<file path="src/rtl/core/assert_macros.svh">
// Assertion macros used by the resampler top level.
`ifndef ASSERT_MACROS_SVH
`define ASSERT_MACROS_SVH

// Same-cycle implication, sampled on clk, off during reset.
`define LIR_ASSERT_IMP(lbl, ante, cons) \
    lbl: assert property (@(posedge clk) disable iff (!rst_n) (ante) |-> (cons)) \
        else $error("resampler assertion failed");

// Next-cycle implication, sampled on clk, off during reset.
`define LIR_ASSERT_NXT(lbl, ante, cons) \
    lbl: assert property (@(posedge clk) disable iff (!rst_n) (ante) |=> (cons)) \
        else $error("resampler assertion failed");

`endif

</file>
<file path="src/rtl/core/lir_pkg.sv">
// Package: widths, constants and control types of the linear interpolation resampler.
package lir_pkg;

    localparam int FRAC_BITS    = 16;
    localparam int SAMPLE_WIDTH = 16;
    localparam int PHASE_WIDTH  = FRAC_BITS + 5;
    localparam int PROD_WIDTH   = SAMPLE_WIDTH + FRAC_BITS + 2;

    localparam logic [PHASE_WIDTH-1:0] ONE_Q      = PHASE_WIDTH'(1) << FRAC_BITS;
    localparam logic [PHASE_WIDTH-1:0] STEP_MIN   = ONE_Q >> 4;
    localparam logic [PHASE_WIDTH-1:0] STEP_MAX   = ONE_Q << 4;
    localparam logic [PHASE_WIDTH-1:0] STEP_RESET = ONE_Q + (ONE_Q >> 1);

    typedef logic signed [SAMPLE_WIDTH-1:0] sample_t;
    typedef logic [PHASE_WIDTH-1:0]         phase_t;

    typedef struct packed {
        logic load;
        logic mul;
        logic emit;
        logic finish;
    } dp_cmd_t;

    typedef struct packed {
        logic phase_lt_one;
        logic out_free;
    } dp_status_t;

endpackage

</file>
<file path="src/rtl/core/linear_interp_resampler.sv">
// Top level: linear interpolation sample rate converter.
// Flow: a taken input request goes to CHECK, then EMIT registers each output once there is room;
// a CHECK/EMIT loop over one multiplier gives N outputs per input, N from 0 to 16, and in_stall
// holds off the next input until the run finishes.
// Reset: asynchronous; step 1.5, phase, previous sample and primed flag cleared.
`include "assert_macros.svh"

module linear_interp_resampler (
    input  logic                                     clk,
    input  logic                                     rst_n,
    input  logic                                     cfg_write,
    input  logic [lir_pkg::PHASE_WIDTH-1:0]          cfg_data,
    input  logic                                     in_valid,
    output logic                                     in_stall,
    input  logic signed [lir_pkg::SAMPLE_WIDTH-1:0]  in_sample,
    output logic                                     out_valid,
    input  logic                                     out_stall,
    output logic signed [lir_pkg::SAMPLE_WIDTH-1:0]  out_sample,
    output logic                                     run_last
);
    import lir_pkg::*;

    dp_cmd_t    cmd;
    dp_status_t status;

    lir_ctrl u_ctrl (
        .clk      (clk),
        .rst_n    (rst_n),
        .in_valid (in_valid),
        .in_stall (in_stall),
        .status   (status),
        .cmd      (cmd)
    );

    lir_datapath u_dp (
        .clk        (clk),
        .rst_n      (rst_n),
        .cfg_write  (cfg_write),
        .cfg_data   (cfg_data),
        .in_sample  (in_sample),
        .cmd        (cmd),
        .status     (status),
        .out_valid  (out_valid),
        .out_stall  (out_stall),
        .out_sample (out_sample),
        .run_last   (run_last)
    );

    `LIR_ASSERT_NXT(a_busy_after_request, in_valid && !in_stall, in_stall)
    `LIR_ASSERT_IMP(a_emit_needs_room, cmd.emit, status.out_free)
    `LIR_ASSERT_NXT(a_mul_then_emit_wait, cmd.mul, !cmd.mul && !cmd.finish && !cmd.load)
    `LIR_ASSERT_IMP(a_load_only_when_idle, cmd.load, !in_stall && in_valid)

endmodule

</file>
<file path="src/rtl/core/lir_ctrl.sv">
// Controller: sequences the interpolation run of each input request.
module lir_ctrl (
    input  logic                clk,
    input  logic                rst_n,
    input  logic                in_valid,
    output logic                in_stall,
    input  lir_pkg::dp_status_t status,
    output lir_pkg::dp_cmd_t    cmd
);
    import lir_pkg::*;

    typedef enum logic [1:0] {
        S_IDLE,
        S_CHECK,
        S_EMIT
    } state_t;

    state_t state_reg;
    state_t state_next;

    always_comb
    begin
        state_next = state_reg;
        cmd        = '0;
        unique case (state_reg)
            S_IDLE:
            begin
                if (in_valid)
                begin
                    cmd.load   = 1'b1;
                    state_next = S_CHECK;
                end
            end
            S_CHECK:
            begin
                if (status.phase_lt_one)
                begin
                    cmd.mul    = 1'b1;
                    state_next = S_EMIT;
                end
                else
                begin
                    cmd.finish = 1'b1;
                    state_next = S_IDLE;
                end
            end
            S_EMIT:
            begin
                if (status.out_free)
                begin
                    cmd.emit   = 1'b1;
                    state_next = S_CHECK;
                end
            end
            default:
            begin
                state_next = S_IDLE;
            end
        endcase
    end

    assign in_stall = (state_reg != S_IDLE);

    always_ff @(posedge clk or negedge rst_n)
    begin
        if (!rst_n)
        begin
            state_reg <= S_IDLE;
        end
        else
        begin
            state_reg <= state_next;
        end
    end

endmodule

</file>
<file path="src/rtl/core/lir_datapath.sv">
// Datapath: step register, phase accumulator, interpolation and output register.
module lir_datapath (
    input  logic                              clk,
    input  logic                              rst_n,
    input  logic                              cfg_write,
    input  logic [lir_pkg::PHASE_WIDTH-1:0]   cfg_data,
    input  logic signed [lir_pkg::SAMPLE_WIDTH-1:0] in_sample,
    input  lir_pkg::dp_cmd_t                  cmd,
    output lir_pkg::dp_status_t               status,
    output logic                              out_valid,
    input  logic                              out_stall,
    output logic signed [lir_pkg::SAMPLE_WIDTH-1:0] out_sample,
    output logic                              run_last
);
    import lir_pkg::*;

    localparam logic signed [SAMPLE_WIDTH+1:0] Y_MAX =
        {3'b000, {(SAMPLE_WIDTH-1){1'b1}}};
    localparam logic signed [SAMPLE_WIDTH+1:0] Y_MIN =
        {3'b111, {(SAMPLE_WIDTH-1){1'b0}}};

    phase_t  step_reg;
    phase_t  stepc_reg;
    phase_t  phase_reg;
    sample_t prev_reg;
    sample_t cur_reg;
    logic    primed_reg;
    logic    out_valid_reg;
    sample_t out_sample_reg;
    logic    run_last_reg;
    logic signed [PROD_WIDTH-1:0] prod_reg;

    phase_t                          step_clamped;
    phase_t                          phase_sum;
    logic signed [SAMPLE_WIDTH:0]    diff;
    logic signed [FRAC_BITS:0]       phase_frac;
    logic signed [PROD_WIDTH-1:0]    prod_next;
    logic signed [SAMPLE_WIDTH+1:0]  y_sum;
    sample_t                         y_sat;
    sample_t                         y_out;

    always_comb
    begin
        priority if (step_reg < STEP_MIN)
        begin
            step_clamped = STEP_MIN;
        end
        else if (step_reg > STEP_MAX)
        begin
            step_clamped = STEP_MAX;
        end
        else
        begin
            step_clamped = step_reg;
        end
    end

    assign phase_sum  = phase_reg + stepc_reg;
    assign diff       = $signed({cur_reg[SAMPLE_WIDTH-1], cur_reg})
                      - $signed({prev_reg[SAMPLE_WIDTH-1], prev_reg});
    assign phase_frac = $signed({1'b0, phase_reg[FRAC_BITS-1:0]});
    assign prod_next  = PROD_WIDTH'(diff) * PROD_WIDTH'(phase_frac);

    // floor of product / 2^FRAC_BITS is the arithmetic shift
    assign y_sum = $signed({{2{prev_reg[SAMPLE_WIDTH-1]}}, prev_reg})
                 + $signed(prod_reg[PROD_WIDTH-1:FRAC_BITS]);

    always_comb
    begin
        priority if (y_sum > Y_MAX)
        begin
            y_sat = Y_MAX[SAMPLE_WIDTH-1:0];
        end
        else if (y_sum < Y_MIN)
        begin
            y_sat = Y_MIN[SAMPLE_WIDTH-1:0];
        end
        else
        begin
            y_sat = y_sum[SAMPLE_WIDTH-1:0];
        end
    end

    assign y_out = primed_reg ? y_sat : cur_reg;

    assign status.phase_lt_one = (phase_reg < ONE_Q);
    assign status.out_free     = !out_valid_reg || !out_stall;

    always_ff @(posedge clk or negedge rst_n)
    begin
        if (!rst_n)
        begin
            step_reg      <= STEP_RESET;
            phase_reg     <= '0;
            prev_reg      <= '0;
            primed_reg    <= 1'b0;
            out_valid_reg <= 1'b0;
        end
        else
        begin
            if (cfg_write)
            begin
                step_reg <= cfg_data;
            end
            if (cmd.emit)
            begin
                phase_reg     <= phase_sum;
                out_valid_reg <= 1'b1;
            end
            else if (!out_stall)
            begin
                out_valid_reg <= 1'b0;
            end
            if (cmd.finish)
            begin
                phase_reg  <= phase_reg - ONE_Q;
                prev_reg   <= cur_reg;
                primed_reg <= 1'b1;
            end
        end
    end

    always_ff @(posedge clk)
    begin
        if (cmd.load)
        begin
            cur_reg   <= in_sample;
            stepc_reg <= step_clamped;
        end
        if (cmd.mul)
        begin
            prod_reg <= prod_next;
        end
        if (cmd.emit)
        begin
            out_sample_reg <= y_out;
            run_last_reg   <= (phase_sum >= ONE_Q);
        end
    end

    assign out_valid  = out_valid_reg;
    assign out_sample = out_sample_reg;
    assign run_last   = run_last_reg;

endmodule

</file>
<file path="config.mk">
export PLATFORM = sky130hd
export DESIGN_NAME = linear_interp_resampler
export DESIGN_NICKNAME = d
export VERILOG_FILES = /design/src/rtl/core/lir_pkg.sv /design/src/rtl/core/linear_interp_resampler.sv /design/src/rtl/core/lir_ctrl.sv /design/src/rtl/core/lir_datapath.sv
export VERILOG_INCLUDE_DIRS = /design/src /design/src/rtl/core
export SDC_FILE = /design/constraint.sdc
export NUM_CORES = 1
export LEC_CHECK = 0
export ABC_AREA = 1
export BUFFER_PORTS_ARGS = -buffer_cell sky130_fd_sc_hd__clkbuf_2
export CORE_ASPECT_RATIO = 1.75
export CORE_MARGIN = 2
export CORE_UTILIZATION = 66
export CTS_BUF_LIST = sky130_fd_sc_hd__clkbuf_8
export DETAILED_ROUTE_END_ITERATION = 8
export HOLD_SLACK_MARGIN = 0.05
export PLACE_DENSITY = 0.84
export REMOVE_ABC_BUFFERS = 1
export SETUP_SLACK_MARGIN = 0.3
export SLEW_MARGIN = 25
export SYNTH_ARGS = -nofsm -noshare
export SYNTH_HDL_FRONTEND = slang
export SYNTH_SLANG_ARGS = --single-unit
</file>
<file path="constraint.sdc">
create_clock -name clk -period 9.3 [get_ports clk]
set_input_delay 0.93 -clock clk [delete_from_list [all_inputs] [get_ports clk]]
set_output_delay 0.93 -clock clk [all_outputs]
set_load 0.05 [all_outputs]
</file>
==> impl_metrics.ini, run 1 <==
[sta]
fin_ws_ns = 1.15
rsz0062_at_grt = no
setup_viol = 0
post-route-min-period_ns = 8.15
fin_setup_tns_ns = 0
fin_worst_skew_ns = 0.0225
tightestPinTransition_ns = 0.983
drv_slew = 0
fin_crit_sh_pct = 87.6
hold_viol = 0
max_slew_margin_pct = 34.3
fmax_mhz = 123

[final_layout]
syn2layout_area_growth_pct = 5.89
drive_above_1_share_pct = 5.72
nets = 2804
fin_area_um2 = 19700
n_antenna_cell = 0

[die]
die_w_um = 131
rows = 81
core_area_um2 = 27900
io_pins = 61
die_height_um = 226
initial_core_util_pct = 66.9
die_area_um2 = 29700

[cts]
cts_tree = built
cts_sinks = 134
root_buffer = clkbuf_8
post_cts_resized = 0
cts_max_level = 4
cts_buffers = 17
postCtsSetupBuffers = 0
cts_hold_buf = 0
cts.clk_slew.worst_paths_ns = 0.11
clockBufferDepth = 2
clk-insertion-delay-late_ns = 0.54

[synth]
yosysWarnings = 0
syn_avg_cell_area_um2 = 8.08
ys_ff_latch = 134
synth_edf_count = 72
netlist-cell-type-count = 45
synth_area_leader_cell = fa_1
synth-main-ff-cell = edfxtp_1
syn_area_um2 = 18600
synthCells = 2308
synthTopCellsByArea = fa_1, edfxtp_1, inv_1, ha_1, nand2_1
synthArstFlopShare_pct = 46.3
ys_top_cells_by_count = inv_1, nand2_1, fa_1
seq_area_frac_synth_pct = 19.9
synth_most_common_cell = inv_1
yosysTopAreaCellShare_pct = 29.4

[detailed_routing]
wire_per_inst_um = 22.0
finalWirelength_um = 60300
first_pass_iters = 7
drcViolationCount = 0
drt_iter0_drc = 1236
detail-route-antenna-nets = 0
dr_total_vias = 16200
avgViaCountPerCell = 5.90

[worst_setup_path]
worst-path-max-fanout = 9
start_kind = flop
rrSetupSlack_ns = 1.15
arrival_ns = 8.36
worstSetupPathType = flop to flop
worstPathRequired_ns = 9.51
end_kind = flop

[placement]
gp_congestion = 1.07
portBuffers = 60
preCtsSetupSlack_ns = 1.47
hpwl_um = 47300
placed_area_um2 = 19300

[global_routing]
grt_max_degree = 63
grt_usage_pct = 43.0
grt_pass1_wl_um = 91600
antenna_found_initial = 0
grt_pass1_vias = 17300
grt_overflow = 0

[job]
maxCapViolations = 0

[hold_path]
hp-class = flop to flop

[outcome]
outcome = complete, no violations
==> stage by stage <==
step / util [%] / cells / hold WS [ns]
floorplan: - / 2261 / 0.447
global placement: 69.2 / 2702 / 0.482
detailed placement: 69.3 / 2703 / 0.497
CTS: 70.8 / 2735 / 0.513
global route: 70.8 / 2735 / 0.540
finish: 70.8 / 2735 / 0.507
==> worst paths after layout <==
kind | to | cells past startpoint | from
max in group asynchronous | u_dp.step_reg[0] | 2 | rst_n
max reg2reg | u_dp.prod_reg[17] | 27 | u_dp.prev_reg[0]
min in group asynchronous | u_dp.prev_reg[4] | 2 | rst_n
min reg2reg | u_dp.step_reg[16] | 2 | u_dp.step_reg[16]
max | u_dp.prod_reg[17] | 27 | u_dp.prev_reg[0]
min | u_dp.step_reg[16] | 2 | u_dp.step_reg[16]
==> logic make-up after synthesis <==
kind of cell | synth area share [%]
AOI/OAI and AO/OA | 6.66
adders and majority gates | 38.8
DFF | 19.9
and+or+nand+nor | 19.8
buffers and inverters | 12.0
xor gates and xnor gates | 2.91
==> critical path, stage by stage (launching register included) <==
cell and delay, ns:
dfrtp_1 0.41, ha_1 0.24, fa_1 0.42, nand3b_1 0.21, nand2_1 0.15, nand2_1 0.08
nand2_1 0.14, a31oi_2 0.13, xor2_2 0.16, buf_4 0.20, inv_2 0.18, nor2_1 0.09
fa_1 0.58, inv_1 0.06, fa_1 0.51, fa_1 0.52, inv_1 0.05, fa_1 0.57
fa_1 0.57, inv_1 0.05, fa_1 0.53, inv_1 0.04, ha_1 0.35, nand2_1 0.16
nor3_1 0.38, nand2_1 0.09, nand3_1 0.14, xor2_1 0.79
==> metal layers <==
| layer | part of all wire (%) | up-vias | track usage [%] | wire length, um |
|---|---|---|---|---|
| li1 | - | 7129 | - | - |
| met1 | 29 | 7681 | 40.2 | 17500 |
| met2 | 49 | 898 | 70.5 | 29300 |
| met3 | 9.6 | 440 | 15.0 | 5780 |
| met4 | 13 | 2 | 41.0 | 7700 |
| met5 | 0.036 | - | 0.713 | 22 |
==> final cells by class <==
cell class              instances  area (um2)
clock buffers                  17         234
inverters                     540        2030
flip-flops and latches        134        3720
clock inverters                15         199
multi-input cells            1587       12700
repair buffers                 69         388
well taps                     373         467
fillers                      2244        8130
==> placed cells by master (no fill, tap or decap), types with 40 or more instances in the layout <==
cell        n
inv_1     531
nand2_1   438
fa_1      274
nor2_1    250
ha_1      139
nand3_1   131
a21oi_1    87
o21ai_0    87
edfxtp_1   72
dfrtp_1    60
clkbuf_2   59
xor2_1     40
Power of run 1 is left out: the tool's default activity adds up to more than one toggle a clock period on the data nets, which glitch-free logic cannot reach.
==> run 2, diff against run 1 <==
Settings changed: CORE_MARGIN 2 to 8.
==> impl_metrics.ini, run 2 (same netlist as run 1, synthesis figures left out) <==
[outcome]
outcome = complete, no violations

[final_layout]
final_common_cell = inv_1
syn2layout_area_growth_pct = 5.94
drive_above_1_share_pct = 5.72
fill_cells = 2253
nets = 2804
multi_input_area_um2 = 12700
final_cell_mix = inv_1, nand2_1, fa_1
regArea_um2 = 3720

[detailed_routing]
detail-route-antenna-nets = 0
dr_total_vias = 16000
drt_iter0_drc = 1091
drcViolationCount = 0
wire_per_inst_um = 21.4
avgViaCountPerCell = 5.85
finalWirelength_um = 58600
first_pass_iters = 9

[global_routing]
grt_pass1_wl_um = 90000
grt_util_met1_pct = 33.3
grt_max_degree = 63
grt.busiest_layer = met2
antenna_found_initial = 1
met3_usage_pct = 8.55
grt_pass1_vias = 17300
grt_overflow = 0
grt_usage_pct = 36.0
grt_util_met2_pct = 62.5

[sta]
tightestPinTransition_ns = 0.938
setup_viol = 0
fin_setup_tns_ns = 0
fin_crit_sh_pct = 86.5
drv_slew = 0
fin_worst_skew_ns = 0.0184
fmax_mhz = 124
rsz0062_at_grt = no
max_slew_margin_pct = 37.5
post-route-min-period_ns = 8.04
hold_viol = 0

[placement]
hpwl_um = 47100
gp_congestion = 1.03
portBuffers = 60

[cts]
clk-insertion-delay-late_ns = 0.53
cts_tree = built
clockBufferDepth = 2
cts_sinks = 134
post_cts_resized = 0
cts.clk_slew.worst_paths_ns = 0.10
cts_max_level = 4
root_buffer = clkbuf_8
cts_hold_buf = 0
cts_buffers = 17
postCtsSetupBuffers = 0

[job]
maxCapViolations = 0

[worst_setup_path]
critical_path.max_stage_delay_ns = 1.00
critical-path-slowest-cell = fa_1
start_kind = flop
worstPathRequired_ns = 9.57
worstSetupPathType = flop to flop
arrival_ns = 8.31
end_kind = flop
worst-path-max-fanout = 14

[die]
core_area_um2 = 27900
die_height_um = 238
initial_core_util_pct = 66.9
die_area_um2 = 34100
io_pins = 61
die_w_um = 143
rows = 81

[hold_path]
hp-class = flop to flop
run 2: changes by cell type in the layout (fill, tap and decap cells not counted), sizes merged:
| cell | previous run | this run |
|---|---|---|
| clkinv | 8 | 9 |
| clkinvlp | 0 | 1 |
| inv | 545 | 543 |
| diode | 0 | 1 |
run 2: layout make-up:
class,instances,share of cell area (%)
diodes,1,0.0127
clock buffers,17,1.18
clock inverters,15,1.04
inverters,540,10.3
multi-input cells,1587,64.4
flip-flops and latches,134,18.8
well taps,373,2.36
repair buffers,69,1.96
run 2: path summary, 6_finish.rpt:
path	from	endpoint	slack (ns)	cells after the start
hold reg to reg	u_dp.step_reg[15]	u_dp.step_reg[15]	0.51	2
max in group asynchronous	rst_n	u_dp.phase_reg[4]	8.11	2
hold / removal	u_dp.step_reg[15]	u_dp.step_reg[15]	0.51	2
setup / recovery	u_dp.cur_reg[0]	u_dp.prod_reg[31]	1.26	29
setup reg to reg	u_dp.cur_reg[0]	u_dp.prod_reg[31]	1.26	29
min in group asynchronous	rst_n	u_dp.primed_reg	0.60	2
run 2: worst max-delay path, delay by kind of cell, from the launching register on:
family	cells	cell delay (ns)
AND/OR/NAND/NOR	11	1.68
buffers and inverters	3	0.15
adder cells (fa/ha/maj)	8	4.11
flip-flops	1	0.36
XOR/XNOR	1	0.20
AO/OA/AOI/OAI	6	1.26
run 2: metal layers:
layer / part of all wire, % / vias up
met3: 7.7 / 381
met1: 30 / 7644
li1: - / 7143
met2: 51 / 825
met5: 0 / -
met4: 12 / 0
run 2: stage by stage:
step	setup WS (ns)	util [%]	std cells	area [um2]	hold WS [ns]
after floorplan	2.47	-	2261	18400	0.447
after global placement	1.56	69.2	2702	19300	0.483
after detailed placement	1.37	69.3	2703	19300	0.494
after CTS	1.35	70.9	2735	19700	0.512
after global routing	0.658	70.9	2735	19700	0.545
final	1.26	70.9	2736	19800	0.505
Power of run 2 is left out for the same reason.
==> run 3, diff against run 2 <==
Settings changed: CORE_ASPECT_RATIO 1.75 to 1.1.
==> impl_metrics.ini, run 3 (same netlist as run 1, synthesis figures left out) <==
[cts]
cts.clk_slew.worst_paths_ns = 0.10
cts_max_level = 4
cts_hold_buf = 0
clockBufferDepth = 2
cts_buffers = 17
root_buffer = clkbuf_8
postCtsSetupBuffers = 0
clk-insertion-delay-late_ns = 0.48
post_cts_resized = 0
cts_tree = built
cts_sinks = 134

[global_routing]
grt_pass1_wl_um = 81600
grt_max_degree = 63
grt_pass1_vias = 16500
antenna_found_initial = 0
grt_usage_pct = 31.0
grt_overflow = 0

[detailed_routing]
first_pass_iters = 6
detail-route-antenna-nets = 0
wire_per_inst_um = 18.6
avgViaCountPerCell = 5.72
dr_total_vias = 15600
finalWirelength_um = 50600
drt_iter0_drc = 1423
drcViolationCount = 0

[worst_setup_path]
critPathLaunch = u_dp.cur_reg[0]
arrival_ns = 8.26
worstRegToRegCells = 30
r2r_start = u_dp.cur_reg[0]
worstPathRequired_ns = 9.55
critical_path.max_stage_delay_ns = 1.04
worstReg2RegEnd = u_dp.prod_reg[32]
end_kind = flop
endpoint = u_dp.prod_reg[32]
critical-path-slowest-cell = fa_1
worst-path-max-fanout = 14
rrSetupSlack_ns = 1.29
worstSetupPathType = flop to flop
start_kind = flop

[sta]
fin_worst_skew_ns = 0.0157
drv_slew = 0
fin_crit_sh_pct = 86.1
post-route-min-period_ns = 8.01
fmax_mhz = 125
fin_setup_tns_ns = 0
max_slew_margin_pct = 32.0
setup_viol = 0
tightestPinTransition_ns = 1.02
hold_viol = 0
rsz0062_at_grt = no

[die]
rows = 64
core_area_um2 = 27800
die_w_um = 176
die_area_um2 = 33900
initial_core_util_pct = 67.1
die_height_um = 192
io_pins = 61

[placement]
gp_congestion = 1.03
hpwl_um = 42100
portBuffers = 60

[hold_path]
hp-class = flop to flop

[final_layout]
final_cell_mix = inv_1, nand2_1, fa_1
nets = 2804
syn2layout_area_growth_pct = 5.77
drive_above_1_share_pct = 5.67
final_common_cell = inv_1

[outcome]
outcome = complete, no violations

[job]
maxCapViolations = 0
run 3: cell count changes in the layout (fill, tap and decap cells not counted):
cell,previous run,this run
inv_8,4,0
bufinv_16,2,3
clkinv_2,0,1
inv_4,0,2
inv_1,531,532
clkbuf_8,17,18
clkinv_4,1,2
clkinv_8,3,0
run 3: metrics by stage:
step           cells  util [%]  hold WS, ns  setup WS (ns)  instance area (um2)
2_1_floorplan   2261         -        0.447           2.47                18400
3_3_place_gp    2692      69.3        0.456           1.52                19300
4_1_cts         2725      71.0        0.470           1.34                19700
3_5_place_dp    2693      69.4        0.460           1.34                19300
6_report        2726      71.0        0.471           1.29                19700
5_1_grt         2725      71.0        0.488          0.803                19700
run 3: critical path: cells and delay by family, from the launching register on:
family                   cells  cell delay (ns)
adder cells (fa/ha/maj)      9             4.74
buffers and inverters        5             0.37
AO/OA/AOI/OAI                2             0.31
AND/OR/NAND/NOR             14             1.99
flip-flops                   1             0.37
run 3: final cells by class:
cell class | instances | area [um2]
Multi-Input combinational cell | 1587 | 12700
Antenna cell | 1 | 2.50
Tap cell | 363 | 454
Clock buffer | 18 | 248
Fill cell | 2226 | 8070
Clock inverter | 14 | 171
Timing Repair Buffer | 69 | 388
Sequential cell | 134 | 3720
Inverter | 540 | 2030
run 3: per-layer routing:
layer | track usage, % | wire, um | vias to the layer above
met5 | 0 | 0 | -
met4 | 17.0 | 2850 | 0
met3 | 7.14 | 4800 | 183
met2 | 52.7 | 24700 | 751
met1 | 35.8 | 18300 | 7508
li1 | - | - | 7142
run 3: worst min-delay path by stage:
stage	end	startpoint	cells after the start	slack, ns
after floorplan	u_dp.stepc_reg[20]	u_dp.step_reg[20]	0	0.45
after global placement	u_dp.stepc_reg[20]	u_dp.step_reg[20]	0	0.46
after detailed placement	u_dp.stepc_reg[20]	u_dp.step_reg[20]	0	0.46
after CTS	u_dp.stepc_reg[20]	u_dp.step_reg[20]	0	0.47
after global routing	u_dp.stepc_reg[20]	u_dp.step_reg[20]	0	0.49
final	u_dp.stepc_reg[20]	u_dp.step_reg[20]	0	0.47
Power of run 3 is left out for the same reason.
